[src/rtl/stip_pkg.sv]
package stip_pkg;

	// widths of the result fields
	localparam int VALUE_BITS  = 32;
	localparam int COUNT_BITS  = 16;
	localparam int BASE_BITS   = 6;
	localparam int CHAR_BITS   = 8;
	localparam int STATUS_BITS = 2;
	localparam int MAX_BASE    = 36;

	// command queue between front and back
	localparam int CMD_DEPTH    = 4;
	localparam int CMD_PTR_BITS = $clog2(CMD_DEPTH);
	localparam int CMD_CNT_BITS = $clog2(CMD_DEPTH + 1);

	// result queue at the output
	localparam int RES_DEPTH    = 2;
	localparam int RES_PTR_BITS = $clog2(RES_DEPTH);
	localparam int RES_CNT_BITS = $clog2(RES_DEPTH + 1);

	localparam logic [BASE_BITS-1:0] BASE_AUTO  = BASE_BITS'(0);
	localparam logic [BASE_BITS-1:0] BASE_UNARY = BASE_BITS'(1);
	localparam logic [BASE_BITS-1:0] BASE_MIN   = BASE_BITS'(2);
	localparam logic [BASE_BITS-1:0] BASE_OCT   = BASE_BITS'(8);
	localparam logic [BASE_BITS-1:0] BASE_DEC   = BASE_BITS'(10);
	localparam logic [BASE_BITS-1:0] BASE_HEX   = BASE_BITS'(16);
	localparam logic [BASE_BITS-1:0] BASE_TOP   = BASE_BITS'(MAX_BASE);
	localparam logic [BASE_BITS-1:0] BASE_RESET = BASE_DEC;

	// digit value of a byte that is no alphanumeric, above every legal base
	localparam logic [BASE_BITS-1:0] DIGIT_NONE   = '1;
	localparam logic [BASE_BITS-1:0] ALPHA_OFFSET = BASE_BITS'(10);

	localparam logic [CHAR_BITS-1:0] CH_TAB    = 8'h09;
	localparam logic [CHAR_BITS-1:0] CH_CR     = 8'h0D;
	localparam logic [CHAR_BITS-1:0] CH_SPACE  = 8'h20;
	localparam logic [CHAR_BITS-1:0] CH_PLUS   = 8'h2B;
	localparam logic [CHAR_BITS-1:0] CH_MINUS  = 8'h2D;
	localparam logic [CHAR_BITS-1:0] CH_ZERO   = 8'h30;
	localparam logic [CHAR_BITS-1:0] CH_NINE   = 8'h39;
	localparam logic [CHAR_BITS-1:0] CH_UP_A   = 8'h41;
	localparam logic [CHAR_BITS-1:0] CH_UP_X   = 8'h58;
	localparam logic [CHAR_BITS-1:0] CH_UP_Z   = 8'h5A;
	localparam logic [CHAR_BITS-1:0] CH_LOW_A  = 8'h61;
	localparam logic [CHAR_BITS-1:0] CH_LOW_X  = 8'h78;
	localparam logic [CHAR_BITS-1:0] CH_LOW_Z  = 8'h7A;

	typedef enum logic [STATUS_BITS-1:0] {
		ST_OK       = 2'd0,
		ST_RANGE    = 2'd1,
		ST_BAD_BASE = 2'd2
	} status_t;

	// classified character, as the front hands it to the back
	typedef struct packed {
		logic                 start;
		logic                 space;
		logic                 minus;
		logic                 plus;
		logic                 zero;
		logic                 hex_mark;
		logic [BASE_BITS-1:0] digit;
	} cmd_t;

	// largest magnitude, the most negative value
	localparam logic [VALUE_BITS-1:0] MAX_MAG = VALUE_BITS'(1) << (VALUE_BITS - 1);

	// per-base limit: a magnitude above it overflows when multiplied
	localparam logic [VALUE_BITS-1:0] THRESH_TABLE [MAX_BASE+1] = '{
		MAX_MAG, MAX_MAG,
		VALUE_BITS'(MAX_MAG / 2),  VALUE_BITS'(MAX_MAG / 3),  VALUE_BITS'(MAX_MAG / 4),
		VALUE_BITS'(MAX_MAG / 5),  VALUE_BITS'(MAX_MAG / 6),  VALUE_BITS'(MAX_MAG / 7),
		VALUE_BITS'(MAX_MAG / 8),  VALUE_BITS'(MAX_MAG / 9),  VALUE_BITS'(MAX_MAG / 10),
		VALUE_BITS'(MAX_MAG / 11), VALUE_BITS'(MAX_MAG / 12), VALUE_BITS'(MAX_MAG / 13),
		VALUE_BITS'(MAX_MAG / 14), VALUE_BITS'(MAX_MAG / 15), VALUE_BITS'(MAX_MAG / 16),
		VALUE_BITS'(MAX_MAG / 17), VALUE_BITS'(MAX_MAG / 18), VALUE_BITS'(MAX_MAG / 19),
		VALUE_BITS'(MAX_MAG / 20), VALUE_BITS'(MAX_MAG / 21), VALUE_BITS'(MAX_MAG / 22),
		VALUE_BITS'(MAX_MAG / 23), VALUE_BITS'(MAX_MAG / 24), VALUE_BITS'(MAX_MAG / 25),
		VALUE_BITS'(MAX_MAG / 26), VALUE_BITS'(MAX_MAG / 27), VALUE_BITS'(MAX_MAG / 28),
		VALUE_BITS'(MAX_MAG / 29), VALUE_BITS'(MAX_MAG / 30), VALUE_BITS'(MAX_MAG / 31),
		VALUE_BITS'(MAX_MAG / 32), VALUE_BITS'(MAX_MAG / 33), VALUE_BITS'(MAX_MAG / 34),
		VALUE_BITS'(MAX_MAG / 35), VALUE_BITS'(MAX_MAG / 36)
	};

endpackage

[src/rtl/string_to_integer_parser.sv]
// streaming strtol-style parser: one byte is pushed per request, and a request with
// start_flag high begins a new string with that byte. leading whitespace and one sign
// are skipped, a 0x/0X prefix is recognized for base 0 and 16, a leading zero picks
// octal for base 0, and digits below the base accumulate into a 32-bit magnitude that
// saturates to the minimum or maximum on overflow. the first byte that is not a digit
// ends the string and produces one result request (value, bytes consumed, status); a
// start with an invalid base reports status 2 at once. a new byte is taken every cycle
// while the four-deep command queue has room, so the sustained rate is one byte per
// clock while the result queue has room; the back end does its base multiply and
// threshold compare combinationally. a result passes through the command queue and waits in a
// two-deep result queue, so pushing goes on while pop is held off.
// number_base is latched at each start; write it only while no string is in flight.
module string_to_integer_parser import stip_pkg::*; (
	input  logic                          clk,
	input  logic                          arst_n,
	// configuration write channel
	input  logic                          cfg_valid,
	output logic                          cfg_ready,
	input  logic        [BASE_BITS-1:0]   number_base,
	// input byte queue side
	input  logic                          push,
	output logic                          full,
	input  logic                          start_flag,
	input  logic        [CHAR_BITS-1:0]   char_code,
	// result queue side
	output logic                          empty,
	input  logic                          pop,
	output logic signed [VALUE_BITS-1:0]  parsed_value,
	output logic        [COUNT_BITS-1:0]  consumed_count,
	output logic        [STATUS_BITS-1:0] parse_status
);

	logic [BASE_BITS-1:0] base_q;

	logic                 wr_en;
	cmd_t                 wr_cmd;
	logic                 cmd_valid;
	logic                 cmd_take;
	cmd_t                 cmd;

	// base register, always ready for a write
	assign cfg_ready = 1'b1;

	always_ff @(posedge clk or negedge arst_n) begin
		if (!arst_n) begin
			base_q <= BASE_RESET;
		end else if (cfg_valid && cfg_ready) begin
			base_q <= number_base;
		end
	end

	// front end: takes the byte and classifies it
	stip_front u_front (
		.push       (push),
		.full       (full),
		.start_flag (start_flag),
		.char_code  (char_code),
		.wr_en      (wr_en),
		.wr_cmd     (wr_cmd)
	);

	// short queue decoupling front and back
	stip_queue u_queue (
		.clk      (clk),
		.arst_n   (arst_n),
		.wr_en    (wr_en),
		.wr_cmd   (wr_cmd),
		.full     (full),
		.rd_en    (cmd_take),
		.rd_valid (cmd_valid),
		.rd_cmd   (cmd)
	);

	// back end: parse state, accumulate, result queue
	stip_back u_back (
		.clk        (clk),
		.arst_n     (arst_n),
		.cfg_base   (base_q),
		.cmd_valid  (cmd_valid),
		.cmd        (cmd),
		.cmd_take   (cmd_take),
		.empty      (empty),
		.pop        (pop),
		.res_value  (parsed_value),
		.res_count  (consumed_count),
		.res_status (parse_status)
	);

endmodule

[src/rtl/stip_front.sv]
module stip_front import stip_pkg::*; (
	input  logic                 push,
	input  logic                 full,
	input  logic                 start_flag,
	input  logic [CHAR_BITS-1:0] char_code,
	output logic                 wr_en,
	output cmd_t                 wr_cmd
);

	logic [BASE_BITS-1:0] digit;

	assign wr_en = push && !full;

	// alphanumeric digit value
	always_comb begin
		unique case (char_code) inside
			[CH_ZERO:CH_NINE]:   digit = BASE_BITS'(char_code - CH_ZERO);
			[CH_UP_A:CH_UP_Z]:   digit = BASE_BITS'(char_code - CH_UP_A) + ALPHA_OFFSET;
			[CH_LOW_A:CH_LOW_Z]: digit = BASE_BITS'(char_code - CH_LOW_A) + ALPHA_OFFSET;
			default:             digit = DIGIT_NONE;
		endcase
	end

	always_comb begin
		wr_cmd.start    = start_flag;
		wr_cmd.space    = (char_code >= CH_TAB && char_code <= CH_CR) || char_code == CH_SPACE;
		wr_cmd.minus    = char_code == CH_MINUS;
		wr_cmd.plus     = char_code == CH_PLUS;
		wr_cmd.zero     = char_code == CH_ZERO;
		wr_cmd.hex_mark = char_code == CH_LOW_X || char_code == CH_UP_X;
		wr_cmd.digit    = digit;
	end

endmodule

[src/rtl/stip_queue.sv]
module stip_queue import stip_pkg::*; (
	input  logic clk,
	input  logic arst_n,
	input  logic wr_en,
	input  cmd_t wr_cmd,
	output logic full,
	input  logic rd_en,
	output logic rd_valid,
	output cmd_t rd_cmd
);

	cmd_t                    entry_q [CMD_DEPTH];
	logic [CMD_PTR_BITS-1:0] wr_ptr_q;
	logic [CMD_PTR_BITS-1:0] rd_ptr_q;
	logic [CMD_CNT_BITS-1:0] cnt_q;

	assign full     = cnt_q == CMD_CNT_BITS'(CMD_DEPTH);
	assign rd_valid = cnt_q != '0;
	assign rd_cmd   = entry_q[rd_ptr_q];

	always_ff @(posedge clk) begin
		if (wr_en) begin
			entry_q[wr_ptr_q] <= wr_cmd;
		end
	end

	always_ff @(posedge clk or negedge arst_n) begin
		if (!arst_n) begin
			wr_ptr_q <= '0;
			rd_ptr_q <= '0;
			cnt_q    <= '0;
		end else begin
			if (wr_en) begin
				wr_ptr_q <= (wr_ptr_q == CMD_PTR_BITS'(CMD_DEPTH - 1)) ? '0 : wr_ptr_q + 1'b1;
			end
			if (rd_en) begin
				rd_ptr_q <= (rd_ptr_q == CMD_PTR_BITS'(CMD_DEPTH - 1)) ? '0 : rd_ptr_q + 1'b1;
			end
			if (wr_en && !rd_en) begin
				cnt_q <= cnt_q + 1'b1;
			end else if (rd_en && !wr_en) begin
				cnt_q <= cnt_q - 1'b1;
			end
		end
	end

	a_fill_tracks: assert property (@(posedge clk) disable iff (!arst_n)
		wr_en && !rd_en |=> cnt_q == $past(cnt_q) + 1'b1)
		else $error("command queue fill count lost a write");

endmodule

[src/rtl/stip_back.sv]
module stip_back import stip_pkg::*; (
	input  logic                          clk,
	input  logic                          arst_n,
	input  logic [BASE_BITS-1:0]          cfg_base,
	input  logic                          cmd_valid,
	input  cmd_t                          cmd,
	output logic                          cmd_take,
	output logic                          empty,
	input  logic                          pop,
	output logic signed [VALUE_BITS-1:0]  res_value,
	output logic        [COUNT_BITS-1:0]  res_count,
	output logic        [STATUS_BITS-1:0] res_status
);

	typedef enum logic [3:0] {
		PH_IDLE   = 4'b0001,
		PH_LEAD   = 4'b0010,
		PH_ZERO   = 4'b0100,
		PH_DIGITS = 4'b1000
	} phase_t;

	typedef struct packed {
		logic signed [VALUE_BITS-1:0] value;
		logic        [COUNT_BITS-1:0] count;
		status_t                      status;
	} res_t;

	localparam int PROD_BITS = VALUE_BITS + BASE_BITS;

	phase_t                  phase_q, phase_d;
	logic                    neg_q, neg_d;
	logic [BASE_BITS-1:0]    base_q, base_d;
	logic [VALUE_BITS-1:0]   mag_q, mag_d;
	logic                    ovf_q, ovf_d;
	logic [COUNT_BITS-1:0]   cnt_q, cnt_d;
	logic                    pend_q, pend_d;

	res_t                    res_q [RES_DEPTH];
	logic [RES_PTR_BITS-1:0] res_wr_ptr_q;
	logic [RES_PTR_BITS-1:0] res_rd_ptr_q;
	logic [RES_CNT_BITS-1:0] res_cnt_q;

	logic                    base_bad;
	logic                    pop_ok;
	logic                    room;
	logic                    emit;
	logic                    res_wr;
	res_t                    res_d;

	logic                    done;
	logic                    over;
	logic [VALUE_BITS-1:0]   thresh;
	logic [PROD_BITS-1:0]    prod;
	logic [VALUE_BITS:0]     sum;

	function automatic logic [COUNT_BITS-1:0] sat_inc(input logic [COUNT_BITS-1:0] c);
		return (c == '1) ? c : c + 1'b1;
	endfunction

	assign base_bad = cfg_base == BASE_UNARY || cfg_base > BASE_TOP;
	assign empty    = res_cnt_q == '0;
	assign pop_ok   = pop && !empty;
	assign room     = (res_cnt_q != RES_CNT_BITS'(RES_DEPTH)) || pop_ok;
	assign cmd_take = cmd_valid && room;
	assign res_wr   = cmd_take && emit;

	always_comb begin
		phase_d = phase_q;
		neg_d   = neg_q;
		base_d  = base_q;
		mag_d   = mag_q;
		ovf_d   = ovf_q;
		cnt_d   = cnt_q;
		pend_d  = pend_q;
		done    = 1'b0;
		emit    = 1'b0;
		over    = 1'b0;
		thresh  = '0;
		prod    = '0;
		sum     = '0;
		res_d   = '{value: '0, count: '0, status: ST_OK};

		if (cmd.start) begin
			if (base_bad) begin
				phase_d      = PH_IDLE;
				emit         = 1'b1;
				res_d.status = ST_BAD_BASE;
				done         = 1'b1;
			end else begin
				phase_d = PH_LEAD;
				neg_d   = 1'b0;
				base_d  = cfg_base;
				mag_d   = '0;
				ovf_d   = 1'b0;
				cnt_d   = '0;
				pend_d  = 1'b1;
			end
		end

		if (!done && phase_d == PH_IDLE) begin
			done = 1'b1;
		end

		// leading whitespace and sign
		if (!done && phase_d == PH_LEAD) begin
			if (cmd.space) begin
				cnt_d = sat_inc(cnt_d);
				done  = 1'b1;
			end else begin
				phase_d = PH_DIGITS;
				if (cmd.minus || cmd.plus) begin
					neg_d = neg_d | cmd.minus;
					cnt_d = sat_inc(cnt_d);
					done  = 1'b1;
				end
			end
		end else if (!done && phase_d == PH_ZERO) begin
			// byte after a leading zero
			phase_d = PH_DIGITS;
			if (cmd.hex_mark) begin
				base_d = BASE_HEX;
				cnt_d  = sat_inc(cnt_d);
				done   = 1'b1;
			end else if (base_d == BASE_AUTO) begin
				base_d = BASE_OCT;
			end
		end

		// first byte of the number itself
		if (!done && pend_d) begin
			pend_d = 1'b0;
			if ((base_d == BASE_AUTO || base_d == BASE_HEX) && cmd.zero) begin
				cnt_d   = sat_inc(cnt_d);
				phase_d = PH_ZERO;
				done    = 1'b1;
			end else if (base_d == BASE_AUTO) begin
				base_d = BASE_DEC;
			end
		end

		if (!done) begin
			if (base_d < BASE_MIN || cmd.digit >= base_d) begin
				// end of the number
				over = ovf_d || (mag_d == MAX_MAG && !neg_d);
				emit = 1'b1;
				if (over) begin
					res_d.value  = neg_d ? MAX_MAG : MAX_MAG - 1'b1;
					res_d.status = ST_RANGE;
				end else begin
					res_d.value  = neg_d ? VALUE_BITS'(0) - mag_d : mag_d;
					res_d.status = ST_OK;
				end
				res_d.count = cnt_d;
				phase_d     = PH_IDLE;
			end else begin
				thresh = (base_d <= BASE_TOP) ? THRESH_TABLE[base_d] : '0;
				prod   = PROD_BITS'(mag_d) * PROD_BITS'(base_d);
				sum    = (VALUE_BITS+1)'(prod[VALUE_BITS-1:0]) + (VALUE_BITS+1)'(cmd.digit);
				if (mag_d <= thresh) begin
					if (sum <= (VALUE_BITS+1)'(MAX_MAG)) begin
						mag_d = sum[VALUE_BITS-1:0];
					end else begin
						mag_d = prod[VALUE_BITS-1:0];
						ovf_d = 1'b1;
					end
				end else begin
					ovf_d = 1'b1;
				end
				cnt_d = sat_inc(cnt_d);
			end
		end
	end

	always_ff @(posedge clk or negedge arst_n) begin
		if (!arst_n) begin
			phase_q <= PH_IDLE;
			neg_q   <= 1'b0;
			base_q  <= '0;
			mag_q   <= '0;
			ovf_q   <= 1'b0;
			cnt_q   <= '0;
			pend_q  <= 1'b0;
		end else if (cmd_take) begin
			phase_q <= phase_d;
			neg_q   <= neg_d;
			base_q  <= base_d;
			mag_q   <= mag_d;
			ovf_q   <= ovf_d;
			cnt_q   <= cnt_d;
			pend_q  <= pend_d;
		end
	end

	// result queue
	assign res_value  = res_q[res_rd_ptr_q].value;
	assign res_count  = res_q[res_rd_ptr_q].count;
	assign res_status = res_q[res_rd_ptr_q].status;

	always_ff @(posedge clk) begin
		if (res_wr) begin
			res_q[res_wr_ptr_q] <= res_d;
		end
	end

	always_ff @(posedge clk or negedge arst_n) begin
		if (!arst_n) begin
			res_wr_ptr_q <= '0;
			res_rd_ptr_q <= '0;
			res_cnt_q    <= '0;
		end else begin
			if (res_wr) begin
				res_wr_ptr_q <= (res_wr_ptr_q == RES_PTR_BITS'(RES_DEPTH - 1)) ?
					'0 : res_wr_ptr_q + 1'b1;
			end
			if (pop_ok) begin
				res_rd_ptr_q <= (res_rd_ptr_q == RES_PTR_BITS'(RES_DEPTH - 1)) ?
					'0 : res_rd_ptr_q + 1'b1;
			end
			if (res_wr && !pop_ok) begin
				res_cnt_q <= res_cnt_q + 1'b1;
			end else if (pop_ok && !res_wr) begin
				res_cnt_q <= res_cnt_q - 1'b1;
			end
		end
	end

	a_bad_base_reports: assert property (@(posedge clk) disable iff (!arst_n)
		cmd_take && cmd.start && base_bad |=> phase_q == PH_IDLE && res_cnt_q != '0)
		else $error("invalid base start did not report and go idle");

	a_overflow_sticky: assert property (@(posedge clk) disable iff (!arst_n)
		ovf_q && !(cmd_take && cmd.start) |=> ovf_q)
		else $error("overflow flag dropped within a parse");

	a_count_monotonic: assert property (@(posedge clk) disable iff (!arst_n)
		!(cmd_take && cmd.start) |=> cnt_q >= $past(cnt_q))
		else $error("consumed count went down within a parse");

endmodule

[config.mk]
export PLATFORM = sky130hd
export DESIGN_NAME = string_to_integer_parser
export DESIGN_NICKNAME = d
export VERILOG_FILES = /design/src/rtl/stip_pkg.sv /design/src/rtl/string_to_integer_parser.sv /design/src/rtl/stip_front.sv /design/src/rtl/stip_queue.sv /design/src/rtl/stip_back.sv
export SDC_FILE = /design/constraint.sdc
export NUM_CORES = 1
export LEC_CHECK = 0
export BUFFER_PORTS_ARGS = -buffer_cell sky130_fd_sc_hd__buf_4
export CORE_MARGIN = 3
export CORE_UTILIZATION = 55
export CTS_CLUSTER_SIZE = 16
export DETAILED_ROUTE_END_ITERATION = 8
export PLACE_DENSITY = 0.75
export SETUP_SLACK_MARGIN = 0.2
export SLEW_MARGIN = 5
export SYNTH_ARGS = -nofsm -noshare
export SYNTH_HDL_FRONTEND = slang
export SYNTH_SLANG_ARGS = --single-unit
[constraint.sdc]
create_clock -name clk -period 11.45 [get_ports clk]
set_input_delay 0.5725 -clock clk [delete_from_list [all_inputs] [get_ports clk]]
set_output_delay 0.5725 -clock clk [all_outputs]
set_load 0.05 [all_outputs]
==> metrics.cfg <==
[synth]
async_reset_ff_share_pct = 34.5
ys_seq_area_share_pct = 29.6
yosys_warnings = 0
synth_edf_count = 148
syn_area_um2 = 21600
ys_ff_latch = 226
ys.flop_type = edfxtp_1
avgSynthCellArea_um2 = 8.85
syn_nets = 2677
netlist_instances = 2441
synthDistinctLibCells = 107
yosysTopAreaCell = edfxtp_1
synth_area_leaders = edfxtp_1 21%, fa_1 10%, dfrtp_1 8.7%, ha_1 6.1%, nor2_1 5.1%
synth_top_area_share_pct = 20.6

[cts]
numCtsBuffers = 24
postCtsSetupBuffers = 0
root_buffer = clkbuf_16
cts.path.max_buffers = 3
clk_latency_ns = 0.56
htreeDepth = 1
clock_sinks = 226
cts_tree = done
ctsHoldBuffers = 0
cts.reportedPaths.clkPinSlew_ns = 0.06

[sta]
hold_viol = 0
slew_headroom_pct = 17.0
finalSetupViolations = 0
rsz0062_at_grt = no
period_needed_ns = 10.58
finalMaxSlewViolations = 0
worstMarginPinSlew_ns = 1.24
setup_tns_ns = 0
finalClockSkew_ns = 0.0379
period_share_pct = 92.4
fmax_ghz = 0.0945

[min_path]
min_path_type = in -> async

[floorplanning]
ioPinCount = 73
dieArea_um2 = 41700
core-area_um2 = 38200
die_w_um = 204
start_util_pct = 56.6
die_y_um = 204
std_cell_rows = 71

[place]
port_buffers = 71
hpwl_um = 49500
place.gp.congestion = 1.00

[global_routing]
grt_pass1_wl_um = 104000
antenna_found_initial = 0
grt_use_total_pct = 31.4
first_global_vias = 18400
grt_max_degree = 79
grt.overflow.total = 0

[worst_setup_path]
path_common_cell = buf_4
timing.rr.end = u_back.mag_q[6]$_DFFE_PN0P_
worstSetupEndpointType = flop
r2r_cells = 32
critPathKind = reg -> reg
cp.arrival_ns = 11.08
cp_data_required_time_ns = 11.95
r2r-start = u_queue.rd_ptr_q[0]$_DFFE_PN0P_
worst_path_max_delay_cell = or4b_1
startpoint_type = flop
r2r_slack_ns = 0.87
crit_path_max_incr_delay_ns = 0.70
path_max_fanout = 18

[detailed_routing]
dr_total_vias = 19200
wl_per_cell_um = 21.9
drc_errors = 0
viasPerCell = 6.46
wl_um = 65100
ant_nets = 0
drt-initial-drc-count = 2362
dr.pass1.iters = 6

[cells_and_area]
drive_gt1_share_pct = 11.2
nets = 2674
antennaDiodeCount = 0
area_growth_pct = 8.01

[run]
maxCapViolations = 0

[power_and_ir_drop]
power.total_uw = 6870
p_leak_uw = 0.00956
vdd_drop_max_mv = 0.162
power.density_nw_per_um2 = 294

[outcome]
outcome = finished, final reports clean

[Yosys cell counts (25+ instances only)]
library cell and instances:
a211oi_1 28, a21oi_1 152, a31oi_1 32, and2_1 26, buf_1 25, clkbuf_1 94
dfrtp_1 75, edfxtp_1 148, fa_1 111, ha_1 105, inv_1 177, mux2_2 65
nand2_1 212, nand3_1 68, nand4_1 28, nor2_1 296, nor3_1 68, nor4_1 27
o211ai_1 31, o21a_1 30, o21ai_0 113, o31ai_1 32, or3_1 31, xnor2_1 76
[logic make-up after synthesis]
group | after synthesis | synth area share, %
DFF | 226 | 29.6
muxes | 95 | 5.55
AOI/OAI and AO/OA | 587 | 18.4
xor gates and xnor gates | 100 | 4.12
adders and majority gates | 217 | 16.4
and+or+nand+nor | 901 | 20.2
buffers and inverters | 314 | 5.65
other | 1 | 0.0174
[cell type report]
| cell class | count | area (um^2) |
|---|---|---|
| Inverter | 179 | 672 |
| Tap cell | 511 | 639 |
| Clock inverter | 11 | 145 |
| Sequential cell | 226 | 6400 |
| Timing Repair Buffer | 106 | 796 |
| Clock buffer | 33 | 664 |
| Fill cell | 3316 | 14900 |
| Multi-Input combinational cell | 1901 | 14000 |
[how the worst max path moves through the flow]
stage | slack, ns | endpoint | startpoint | depth (start not counted)
4_1_cts | 0.97 | u_back.mag_q[6]$_DFFE_PN0P_ | u_queue.rd_ptr_q[0]$_DFFE_PN0P_ | 33
5_1_grt | 0.21 | u_back.mag_q[6]$_DFFE_PN0P_ | u_queue.rd_ptr_q[0]$_DFFE_PN0P_ | 32
3_3_place_gp | 1.22 | u_back.mag_q[6]$_DFFE_PN0P_ | u_queue.rd_ptr_q[0]$_DFFE_PN0P_ | 31
3_5_place_dp | 0.99 | u_back.mag_q[6]$_DFFE_PN0P_ | u_queue.rd_ptr_q[0]$_DFFE_PN0P_ | 33
6_report | 0.87 | u_back.mag_q[6]$_DFFE_PN0P_ | u_queue.rd_ptr_q[0]$_DFFE_PN0P_ | 32
2_1_floorplan | 1.83 | u_back.mag_q[20]$_DFFE_PN0P_ | u_queue.rd_ptr_q[0]$_DFFE_PN0P_ | 31
[placed cells by master, fill, tap and decap left out, types with 74 or more instances in the layout]
cell	Yosys	routed
xnor2_1	76	76
o21ai_0	113	112
nor2_1	296	293
edfxtp_1	148	148
inv_1	177	177
a21oi_1	152	152
fa_1	111	111
buf_4	4	106
ha_1	105	105
dfrtp_1	75	74
nand2_1	212	212
[where the power goes]
group          leakage [uW]  switching (uW)  internal (uW)
sequential          0.00239             171           1220
combinational       0.00679            3170           1520
clock              0.000384             332            456
[registers in the layout, indices dropped and copies added (netlist names), 3 cells and up]
| register | cells |
|---|---|
| u_queue.entry_q | 48 |
| u_back.phase_q | 4 |
| u_back.res_q | 100 |
| base_q | 6 |
| u_back.base_q | 6 |
| u_back.cnt_q | 16 |
| u_back.mag_q | 32 |
| u_queue.cnt_q | 3 |
[critical path: cells and delay by family, from the launching register on]
kind                       cells  cell delay [ns]
buffers and inverters          8             1.86
AOI/OAI and AO/OA             11             3.03
adders and majority gates      4             1.96
DFF                            1             0.60
and+or+nand+nor                9             3.03
[what timing repair did]
| action | in CTS | in global routing |
|---|---|---|
| resized for setup | 0 | 2 |
| endpoints found under the hold margin | 0 | 0 |
| endpoints found under the setup margin | 0 | 3 |
[metal layers]
layer	wire, um	GRT usage [%]
met4	2590	11.0
met1	28800	46.4
met3	5530	3.97
met5	0	0
met2	28200	47.9
[stage by stage]
step / utilization (%) / instance area (um^2) / std cells / hold slack (ns) / setup WS, ns
after floorplan: - / 21600 / 2441 / 0.277 / 1.83
final: 61.1 / 23300 / 2967 / 0.187 / 0.873
after global placement: 59.0 / 22500 / 2923 / 0.459 / 1.22
after CTS: 61.1 / 23300 / 2967 / 0.188 / 0.969
after global routing: 61.1 / 23300 / 2967 / 0.200 / 0.213
after detailed placement: 59.0 / 22500 / 2923 / 0.461 / 0.993
Power figures use the tool's default switching activity.
